## src/rtl/three_way_sorted_merge_assert.svh

```systemverilog
// Assertion macros for the three-way sorted merge.
// Expects clk and rst_n in the scope of each use; no other dependencies.
`ifndef THREE_WAY_SORTED_MERGE_ASSERT_SVH
`define THREE_WAY_SORTED_MERGE_ASSERT_SVH
`ifndef SYNTHESIS
`define TSM_ASSERT_HOLD(label, cond) \
  label: assert property (@(posedge clk) disable iff (!rst_n) (cond)) \
    else $error("tsm assertion failed");
`define TSM_ASSERT_NEXT(label, ante, cons) \
  label: assert property (@(posedge clk) disable iff (!rst_n) (ante) |=> (cons)) \
    else $error("tsm assertion failed");
`else
`define TSM_ASSERT_HOLD(label, cond)
`define TSM_ASSERT_NEXT(label, ante, cons)
`endif
`endif

```

## src/rtl/tsm_pkg.sv

```systemverilog
// Shared types and constants of the three-way sorted merge.
// No dependencies; imported by the controller, datapath and top level.
`default_nettype none
package tsm_pkg;
  localparam int NUM_LISTS      = 3;
  localparam int DATA_W         = 32;
  localparam int SEL_W          = 2;
  localparam int LIST_DEPTH_DEF = 16;

  localparam logic OP_LOAD  = 1'b0;
  localparam logic OP_MERGE = 1'b1;

  typedef struct packed {
    logic load;
    logic start;
    logic step;
    logic finish;
  } tsm_cmd_t;

  typedef struct packed {
    logic done;
  } tsm_status_t;
endpackage
`default_nettype wire

```

## src/rtl/three_way_sorted_merge.sv

```systemverilog
// Load request: accepted back to back while busy is low.
// Merge request: busy until all N stored elements are merged; each result passes through
// the per-list registered read port and then the result register, one result per cycle.
// Reset (rst_n, synchronous): counts, read positions and overflow flag cleared; store
// contents are left as they are. Results are one-cycle strobes; the receiver cannot stall.
`default_nettype none
module three_way_sorted_merge
  import tsm_pkg::*;
#(
  parameter int LIST_DEPTH = LIST_DEPTH_DEF
) (
  input  wire logic                     clk,
  input  wire logic                     rst_n,
  input  wire logic                     start,
  output logic                          busy,
  input  wire logic                     in_op,
  input  wire logic [SEL_W-1:0]         in_list_sel,
  input  wire logic signed [DATA_W-1:0] in_value,
  output logic                          out_valid,
  output logic signed [DATA_W-1:0]      out_merged_value,
  output logic                          out_last,
  output logic                          out_overflow
);
  tsm_cmd_t    cmd;
  tsm_status_t status;

  tsm_ctrl u_ctrl (
    .clk    (clk),
    .rst_n  (rst_n),
    .start  (start),
    .in_op  (in_op),
    .busy   (busy),
    .cmd    (cmd),
    .status (status)
  );

  tsm_datapath #(
    .LIST_DEPTH (LIST_DEPTH)
  ) u_datapath (
    .clk              (clk),
    .rst_n            (rst_n),
    .cmd              (cmd),
    .status           (status),
    .in_list_sel      (in_list_sel),
    .in_value         (in_value),
    .out_valid        (out_valid),
    .out_merged_value (out_merged_value),
    .out_last         (out_last),
    .out_overflow     (out_overflow)
  );
endmodule
`default_nettype wire

```

## src/rtl/tsm_ctrl.sv

```systemverilog
// Controller of the three-way sorted merge: request handshake and merge sequencing.
// Depends on tsm_pkg; drives commands into tsm_datapath.
`default_nettype none
module tsm_ctrl
  import tsm_pkg::*;
(
  input  wire logic        clk,
  input  wire logic        rst_n,
  input  wire logic        start,
  input  wire logic        in_op,
  output logic             busy,
  output tsm_cmd_t         cmd,
  input  wire tsm_status_t status
);
  typedef enum logic {S_IDLE, S_MERGE} state_t;

  state_t state_r;
  logic   busy_r;
  logic   accept;

  assign accept = start && !busy_r;
  assign busy   = busy_r;

  always_comb begin
    cmd = '0;
    case (state_r)
      S_IDLE: begin
        cmd.load  = accept && (in_op == OP_LOAD);
        cmd.start = accept && (in_op == OP_MERGE);
      end
      S_MERGE: begin
        cmd.step   = !status.done;
        cmd.finish = status.done;
      end
      default: cmd = '0;
    endcase
  end

  always_ff @(posedge clk) begin
    if (!rst_n) begin
      state_r <= S_IDLE;
      busy_r  <= 1'b0;
    end else begin
      case (state_r)
        S_IDLE: begin
          if (accept && (in_op == OP_MERGE)) begin
            state_r <= S_MERGE;
            busy_r  <= 1'b1;
          end
        end
        S_MERGE: begin
          if (status.done) begin
            state_r <= S_IDLE;
            busy_r  <= 1'b0;
          end
        end
        default: begin
          state_r <= S_IDLE;
          busy_r  <= 1'b0;
        end
      endcase
    end
  end
endmodule
`default_nettype wire

```

## src/rtl/tsm_datapath.sv

```systemverilog
// Datapath of the three-way sorted merge: list stores, counts, head compare, result register.
// Depends on tsm_pkg and three_way_sorted_merge_assert.svh; commanded by tsm_ctrl.
`default_nettype none
`include "three_way_sorted_merge_assert.svh"
module tsm_datapath
  import tsm_pkg::*;
#(
  parameter int LIST_DEPTH = LIST_DEPTH_DEF
) (
  input  wire logic                     clk,
  input  wire logic                     rst_n,
  input  wire tsm_cmd_t                 cmd,
  output tsm_status_t                   status,
  input  wire logic [SEL_W-1:0]         in_list_sel,
  input  wire logic signed [DATA_W-1:0] in_value,
  output logic                          out_valid,
  output logic signed [DATA_W-1:0]      out_merged_value,
  output logic                          out_last,
  output logic                          out_overflow
);
  localparam int CW = $clog2(LIST_DEPTH + 1);
  localparam int AW = (LIST_DEPTH > 1) ? $clog2(LIST_DEPTH) : 1;
  localparam int RW = $clog2(NUM_LISTS * LIST_DEPTH + 1);
  localparam logic [CW-1:0]    DEPTH_C = CW'(LIST_DEPTH);
  localparam logic [SEL_W-1:0] LISTS_C = SEL_W'(NUM_LISTS);

  logic [CW-1:0]              count_r   [NUM_LISTS];
  logic [CW-1:0]              pos_r     [NUM_LISTS];
  logic [CW-1:0]              pos_nxt   [NUM_LISTS];
  logic [AW-1:0]              rd_addr   [NUM_LISTS];
  logic signed [DATA_W-1:0]   head      [NUM_LISTS];
  logic [NUM_LISTS-1:0]       head_ok;
  logic [RW-1:0]              remain_r;
  logic [RW-1:0]              total;
  logic                       dropped_r;
  logic                       sel_ok;
  logic                       sel_room;
  logic [SEL_W-1:0]           best_idx;
  logic                       best_any;
  logic signed [DATA_W-1:0]   best_val;
  logic                       out_valid_r;
  logic signed [DATA_W-1:0]   out_value_r;
  logic                       out_last_r;
  logic                       out_overflow_r;

  assign sel_ok   = in_list_sel < LISTS_C;
  assign sel_room = sel_ok && (count_r[in_list_sel] < DEPTH_C);

  always_comb begin
    total = '0;
    for (int l = 0; l < NUM_LISTS; l++) begin
      total = total + RW'(count_r[l]);
      head_ok[l] = pos_r[l] < count_r[l];
    end
  end

  always_comb begin
    best_idx = '0;
    best_any = 1'b0;
    best_val = head[0];
    for (int l = 0; l < NUM_LISTS; l++) begin
      if (head_ok[l] && (!best_any || (head[l] < best_val))) begin
        best_idx = SEL_W'(l);
        best_any = 1'b1;
        best_val = head[l];
      end
    end
  end

  always_comb begin
    for (int l = 0; l < NUM_LISTS; l++) begin
      if (cmd.start) begin
        pos_nxt[l] = '0;
      end else if (cmd.step && (best_idx == SEL_W'(l))) begin
        pos_nxt[l] = pos_r[l] + CW'(1);
      end else begin
        pos_nxt[l] = pos_r[l];
      end
      rd_addr[l] = pos_nxt[l][AW-1:0];
    end
  end

  for (genvar g = 0; g < NUM_LISTS; g++) begin : g_list
    logic [DATA_W-1:0] store_r [LIST_DEPTH];
    logic [DATA_W-1:0] head_r;

    always_ff @(posedge clk) begin
      if (cmd.load && sel_room && (in_list_sel == SEL_W'(g))) begin
        store_r[count_r[g][AW-1:0]] <= in_value;
      end
      head_r <= store_r[rd_addr[g]];
    end

    assign head[g] = head_r;
  end

  always_ff @(posedge clk) begin
    if (!rst_n) begin
      for (int l = 0; l < NUM_LISTS; l++) begin
        count_r[l] <= '0;
        pos_r[l]   <= '0;
      end
      remain_r    <= '0;
      dropped_r   <= 1'b0;
      out_valid_r <= 1'b0;
    end else begin
      for (int l = 0; l < NUM_LISTS; l++) begin
        pos_r[l] <= pos_nxt[l];
      end
      out_valid_r <= cmd.step;
      if (cmd.load) begin
        if (sel_room) begin
          count_r[in_list_sel] <= count_r[in_list_sel] + CW'(1);
        end else if (sel_ok) begin
          dropped_r <= 1'b1;
        end
      end
      if (cmd.start) begin
        remain_r <= total;
      end else if (cmd.step) begin
        remain_r <= remain_r - RW'(1);
      end
      if (cmd.finish) begin
        for (int l = 0; l < NUM_LISTS; l++) begin
          count_r[l] <= '0;
          pos_r[l]   <= '0;
        end
        dropped_r <= 1'b0;
      end
    end
  end

  always_ff @(posedge clk) begin
    if (cmd.step) begin
      out_value_r    <= best_val;
      out_last_r     <= (remain_r == RW'(1));
      out_overflow_r <= dropped_r;
    end
  end

  assign status.done      = (remain_r == '0);
  assign out_valid        = out_valid_r;
  assign out_merged_value = out_value_r;
  assign out_last         = out_last_r;
  assign out_overflow     = out_overflow_r;

  `TSM_ASSERT_HOLD(a_step_has_head, !cmd.step || best_any)
  `TSM_ASSERT_HOLD(a_last_ends_run, !(out_valid_r && out_last_r) || (remain_r == '0))
  `TSM_ASSERT_NEXT(a_finish_clears, cmd.finish, (total == '0) && !dropped_r)
  `TSM_ASSERT_HOLD(a_no_load_in_merge, !(cmd.load && (cmd.step || cmd.finish)))
endmodule
`default_nettype wire

```

## config.mk

```make
export PLATFORM = sky130hd
export DESIGN_NAME = three_way_sorted_merge
export DESIGN_NICKNAME = d
export VERILOG_FILES = /design/src/rtl/tsm_pkg.sv /design/src/rtl/three_way_sorted_merge.sv /design/src/rtl/tsm_ctrl.sv /design/src/rtl/tsm_datapath.sv
export VERILOG_INCLUDE_DIRS = /design/src /design/src/rtl
export SDC_FILE = /design/constraint.sdc
export NUM_CORES = 2
export LEC_CHECK = 0
export BUFFER_PORTS_ARGS = -buffer_cell sky130_fd_sc_hd__buf_2
export CAP_MARGIN = 15
export CELL_PAD_IN_SITES_DETAIL_PLACEMENT = 1
export CELL_PAD_IN_SITES_GLOBAL_PLACEMENT = 1
export CORE_ASPECT_RATIO = 1.2
export CORE_MARGIN = 2
export CORE_UTILIZATION = 30
export CTS_BUF_LIST = sky130_fd_sc_hd__clkbuf_8
export DETAILED_ROUTE_END_ITERATION = 7
export PLACE_DENSITY_LB_ADDON = 0.1
export SLEW_MARGIN = 20
export SYNTH_ARGS = -nofsm -noshare
export SYNTH_HDL_FRONTEND = slang
export SYNTH_HIERARCHICAL = 1
export SYNTH_SLANG_ARGS = --single-unit
export TNS_END_PERCENT = 50
```

## constraint.sdc

```tcl
create_clock -name clk -period 11.95 [get_ports clk]
set_input_delay 1.7925 -clock clk [delete_from_list [all_inputs] [get_ports clk]]
set_output_delay 1.7925 -clock clk [all_outputs]
set_load 0.005 [all_outputs]
```

==> reports/qor.yml <==
run_status:
  status: "finished clean"
yosys:
  yosysWarningCount: 6
  yosysSeqAreaShare_pct: 73.1
  netlist_instances: 4279
  synth_cell_type_count: 76
  yosysTopAreaCell: "edfxtp_1"
  yosysMostFrequentCell: "edfxtp_1"
  ys_top_cells_by_area: "edfxtp_1 (70%), mux2i_1 (8.4%), dfxtp_1 (3.5%)"
  syn_avg_cell_area_sq_um: 16.0
  synth_common_cells: "edfxtp_1 (1590), mux2i_1 (574), nand2_1 (302)"
  netlist_area_sq_mm: 0.0686
  synth_edf_count: 1590
  ys.flop_type: "edfxtp_1"
  async_flop_share_pct: 0
  synth_top_area_share_pct: 69.6
  synth_seq_cells: 1711
clock_network:
  clk_pin_slew_ps: 70
  htree_levels: 5
  post-cts-setup-buffer-count: 0
  clock_sinks: 1711
  root_buffer: "clkbuf_8"
  clock_latency_ps: 990
  cts_tree: "yes"
  ctsResizeCount: 0
  postCtsHoldBufs: 0
  clockBufferDepth: 4
  cts_buffers: 299
timing:
  fin_skew_ps: 106
  drv_slew: 0
  period_share_pct: 75.1
  fin_setup_tns_ps: 0
  worstMarginPinSlew_ps: 1180
  setup_viol: 0
  final.setup.worst_slack_ps: 2970
  slew_headroom_pct: 21.2
  clock.fmax_ghz: 0.111
  hold_viol_final: 0
  rsz0062_at_grt: "false"
  min_period_ps: 8980
route:
  wl_per_cell_um: 28.9
  first_pass_iters: 5
  antenna_left: 0
  drcViolationCount: 0
  drt_wl_total_um: 225000
  detail_route.vias_per_cell: 5.01
  via_count: 39000
  drt_iter0_drc: 2360
setup_path:
  reg2reg_from: "u_datapath/g_list[0].head_r[23]"
  cp_max_fo: 76
  critPathTopFamily: "compound AO/OA/AOI/OAI gates"
  cp_slowest_cell: "o211a_4"
  max_stage_delay_ps: 820
  worstSetupEndpointType: "flip-flop"
  reg2reg_slack_ps: 2970
  crit_top_cell: "a21oi_1"
  startpoint: "u_datapath/g_list[0].head_r[23]"
  r2r_end: "u_datapath/g_list[0].head_r[29]"
  cp_num_buf_inv: 2
  cp_cell_sequence: "inv_1 -> ha_1 -> a21oi_1 -> o21ai_0 -> a21oi_1 -> nand4_1 -> a31o_2 -> nor2_4 -> nor2_1 -> a21oi_1 -> ha_1 -> nor4b_1 -> nor2_1 -> a21oi_1 -> o21ai_1 -> o2bb2ai_1 -> nor3_1 -> o21ai_1 -> o211a_4 -> or2_4 -> buf_4 -> a211o_1 -> a21oi_1 -> nor4_2"
  crit_type: "reg -> reg"
  crit_arrival_ps: 9740
  worstSetupStartpointType: "flip-flop"
  r2r.worst_path.cells: 24
  worst_ep_required_time_ps: 12710
finish:
  drive_gt1_share_pct: 15.7
  final_nets: 4671
  syn_to_final_growth_pct: 14.8
  post-route-util_pct: 34.6
  postLayoutCellArea_sq_mm: 0.0788
  n_fill_cell: 23200
place:
  pre_cts_slack_ps: 2730
  dp.final_hpwl_um: 128000
  io_buffers: 73
  placed_cell_area_sq_mm: 0.0734
  gp_congestion: 0.817
global_route:
  grt_overflow: 0
  grt_usage_pct: 19.1
  antenna_found_initial: 19
  grt_pass1_wl_um: 315000
  grt_max_degree: 134
  grt_pass1_vias: 41400
die:
  die_h_um: 528
  core_sq_mm: 0.228
  initial_core_util_pct: 30.1
  die_w_um: 441
  die_area_sq_mm: 0.233
  rows: 192
  io_pins: 74
run:
  maxCapViolations: 0
pwr:
  power_density_mw_per_mm2: 180
  peakVddDrop_uv: 178
  p_leak_nw: 27.7
min_path:
  whs_path_depth: 0
  hold_path_startpoint: "u_datapath/dropped_r"
  hp-class: "reg -> reg"
  hold_end: "u_datapath/out_overflow"
-- cell usage in the layout, fill, tap and decap left out, types with 36 or more instances in the layout --
cell      instances
a211oi_1         40
clkbuf_8        321
a21oi_1         162
a31oi_1          36
buf_4           131
nand2_1         300
dfxtp_1         121
o22ai_1         131
buf_2            71
ha_1             84
mux2i_1         573
a32o_1           64
nor2_1          107
nor2b_1          68
o211a_1          39
clkinv_1         41
mux2_2           71
edfxtp_1       1590
nor3b_1          98
inv_1           188
a211o_1          97
nor2_4           44
-- how the worst max path moves through the flow --
stage / depth (start not counted) / slack, ps / end
finish: 24 / 2970 / u_datapath/g_list[0].head_r[29]
global route: 24 / 2250 / u_datapath/g_list[0].head_r[13]
CTS: 24 / 2640 / u_datapath/g_list[0].head_r[7]
detailed placement: 24 / 2730 / u_datapath/g_list[0].head_r[7]
global placement: 24 / 1990 / u_datapath/g_list[0].head_r[12]
floorplan: 24 / 5860 / u_datapath/g_list[1].head_r[2]
-- metrics by stage --
stage          total power, mW  instances  hold slack (ps)
5_1_grt                   14.8       7770              439
2_1_floorplan             8.25       4283              409
6_report                  14.2       7779              437
3_5_place_dp              9.39       7249              423
4_1_cts                   14.4       7769              437
3_3_place_gp              9.38       7238              427
-- worst reg2reg max path: stages (launching register included) --
cell and delay, ps:
dfxtp_1 450, inv_1 140, ha_1 350, a21oi_1 140, o21ai_0 130, a21oi_1 170, nand4_1 240, a31o_2 380
nor2_4 760, nor2_1 80, a21oi_1 370, ha_1 330, nor4b_1 610, nor2_1 110, a21oi_1 200, o21ai_1 170
o2bb2ai_1 380, nor3_1 130, o21ai_1 350, o211a_4 820, or2_4 510, buf_4 790, a211o_1 310, a21oi_1 120
nor4_2 730
-- cells by family (layout without fill, tap and decap cells) --
| logic type | count (synthesis) | in the layout | synth area share, % |
|---|---|---|---|
| compound gates | 665 | 665 | 6.97 |
| xor+xnor | 21 | 21 | 0.295 |
| fa+ha+maj | 90 | 90 | 1.71 |
| mux | 677 | 677 | 10.1 |
| flops | 1711 | 1711 | 73.1 |
| buf+inv | 315 | 794 | 1.92 |
| simple gates | 799 | 799 | 5.85 |
| other cells | 1 | 15 | 0.00546 |
-- layout make-up --
class | instances | area, sq um | share of cell area [%]
Antenna cell | 10 | 25.0 | 0.0318
Clock buffer | 321 | 4420 | 5.61
Clock inverter | 199 | 911 | 1.16
Inverter | 67 | 251 | 0.319
Multi-Input combinational cell | 2257 | 17800 | 22.6
Sequential cell | 1711 | 50200 | 63.7
Tap cell | 3007 | 3760 | 4.78
Timing Repair Buffer | 207 | 1440 | 1.83
-- routing by layer --
layer	share of wire, %	up-vias	wire length (um)	track usage, %
met5	0	-	0	0
met1	43	20700	96200	24.2
met4	2.3	0	5190	4.95
met2	51	743	115000	33.8
met3	3.7	310	8320	2.66
li1	-	17300	-	-
-- power breakdown --
group / internal (mW) / total (mW) / switching (mW)
Clock: 2.52 / 4.96 / 2.44
Combinational: 0.747 / 2.34 / 1.59
Sequential: 6.71 / 6.86 / 0.142
Total: 9.98 / 14.2 / 4.18
-- state kept, by name (all words and copies together) (netlist names) --
name and flops:
u_ctrl/state_r 1, u_datapath/g_list.store_r 1536, u_datapath/out_merged_value 32, u_datapath/out_valid 1
u_datapath/remain_r 6, u_datapath/out_overflow 1, u_ctrl/busy 1, u_datapath/out_last 1
u_datapath/dropped_r 1, u_datapath/pos_r 15, u_datapath/g_list.head_r 96, u_datapath/count_r 20
Power figures use the tool's default switching activity.
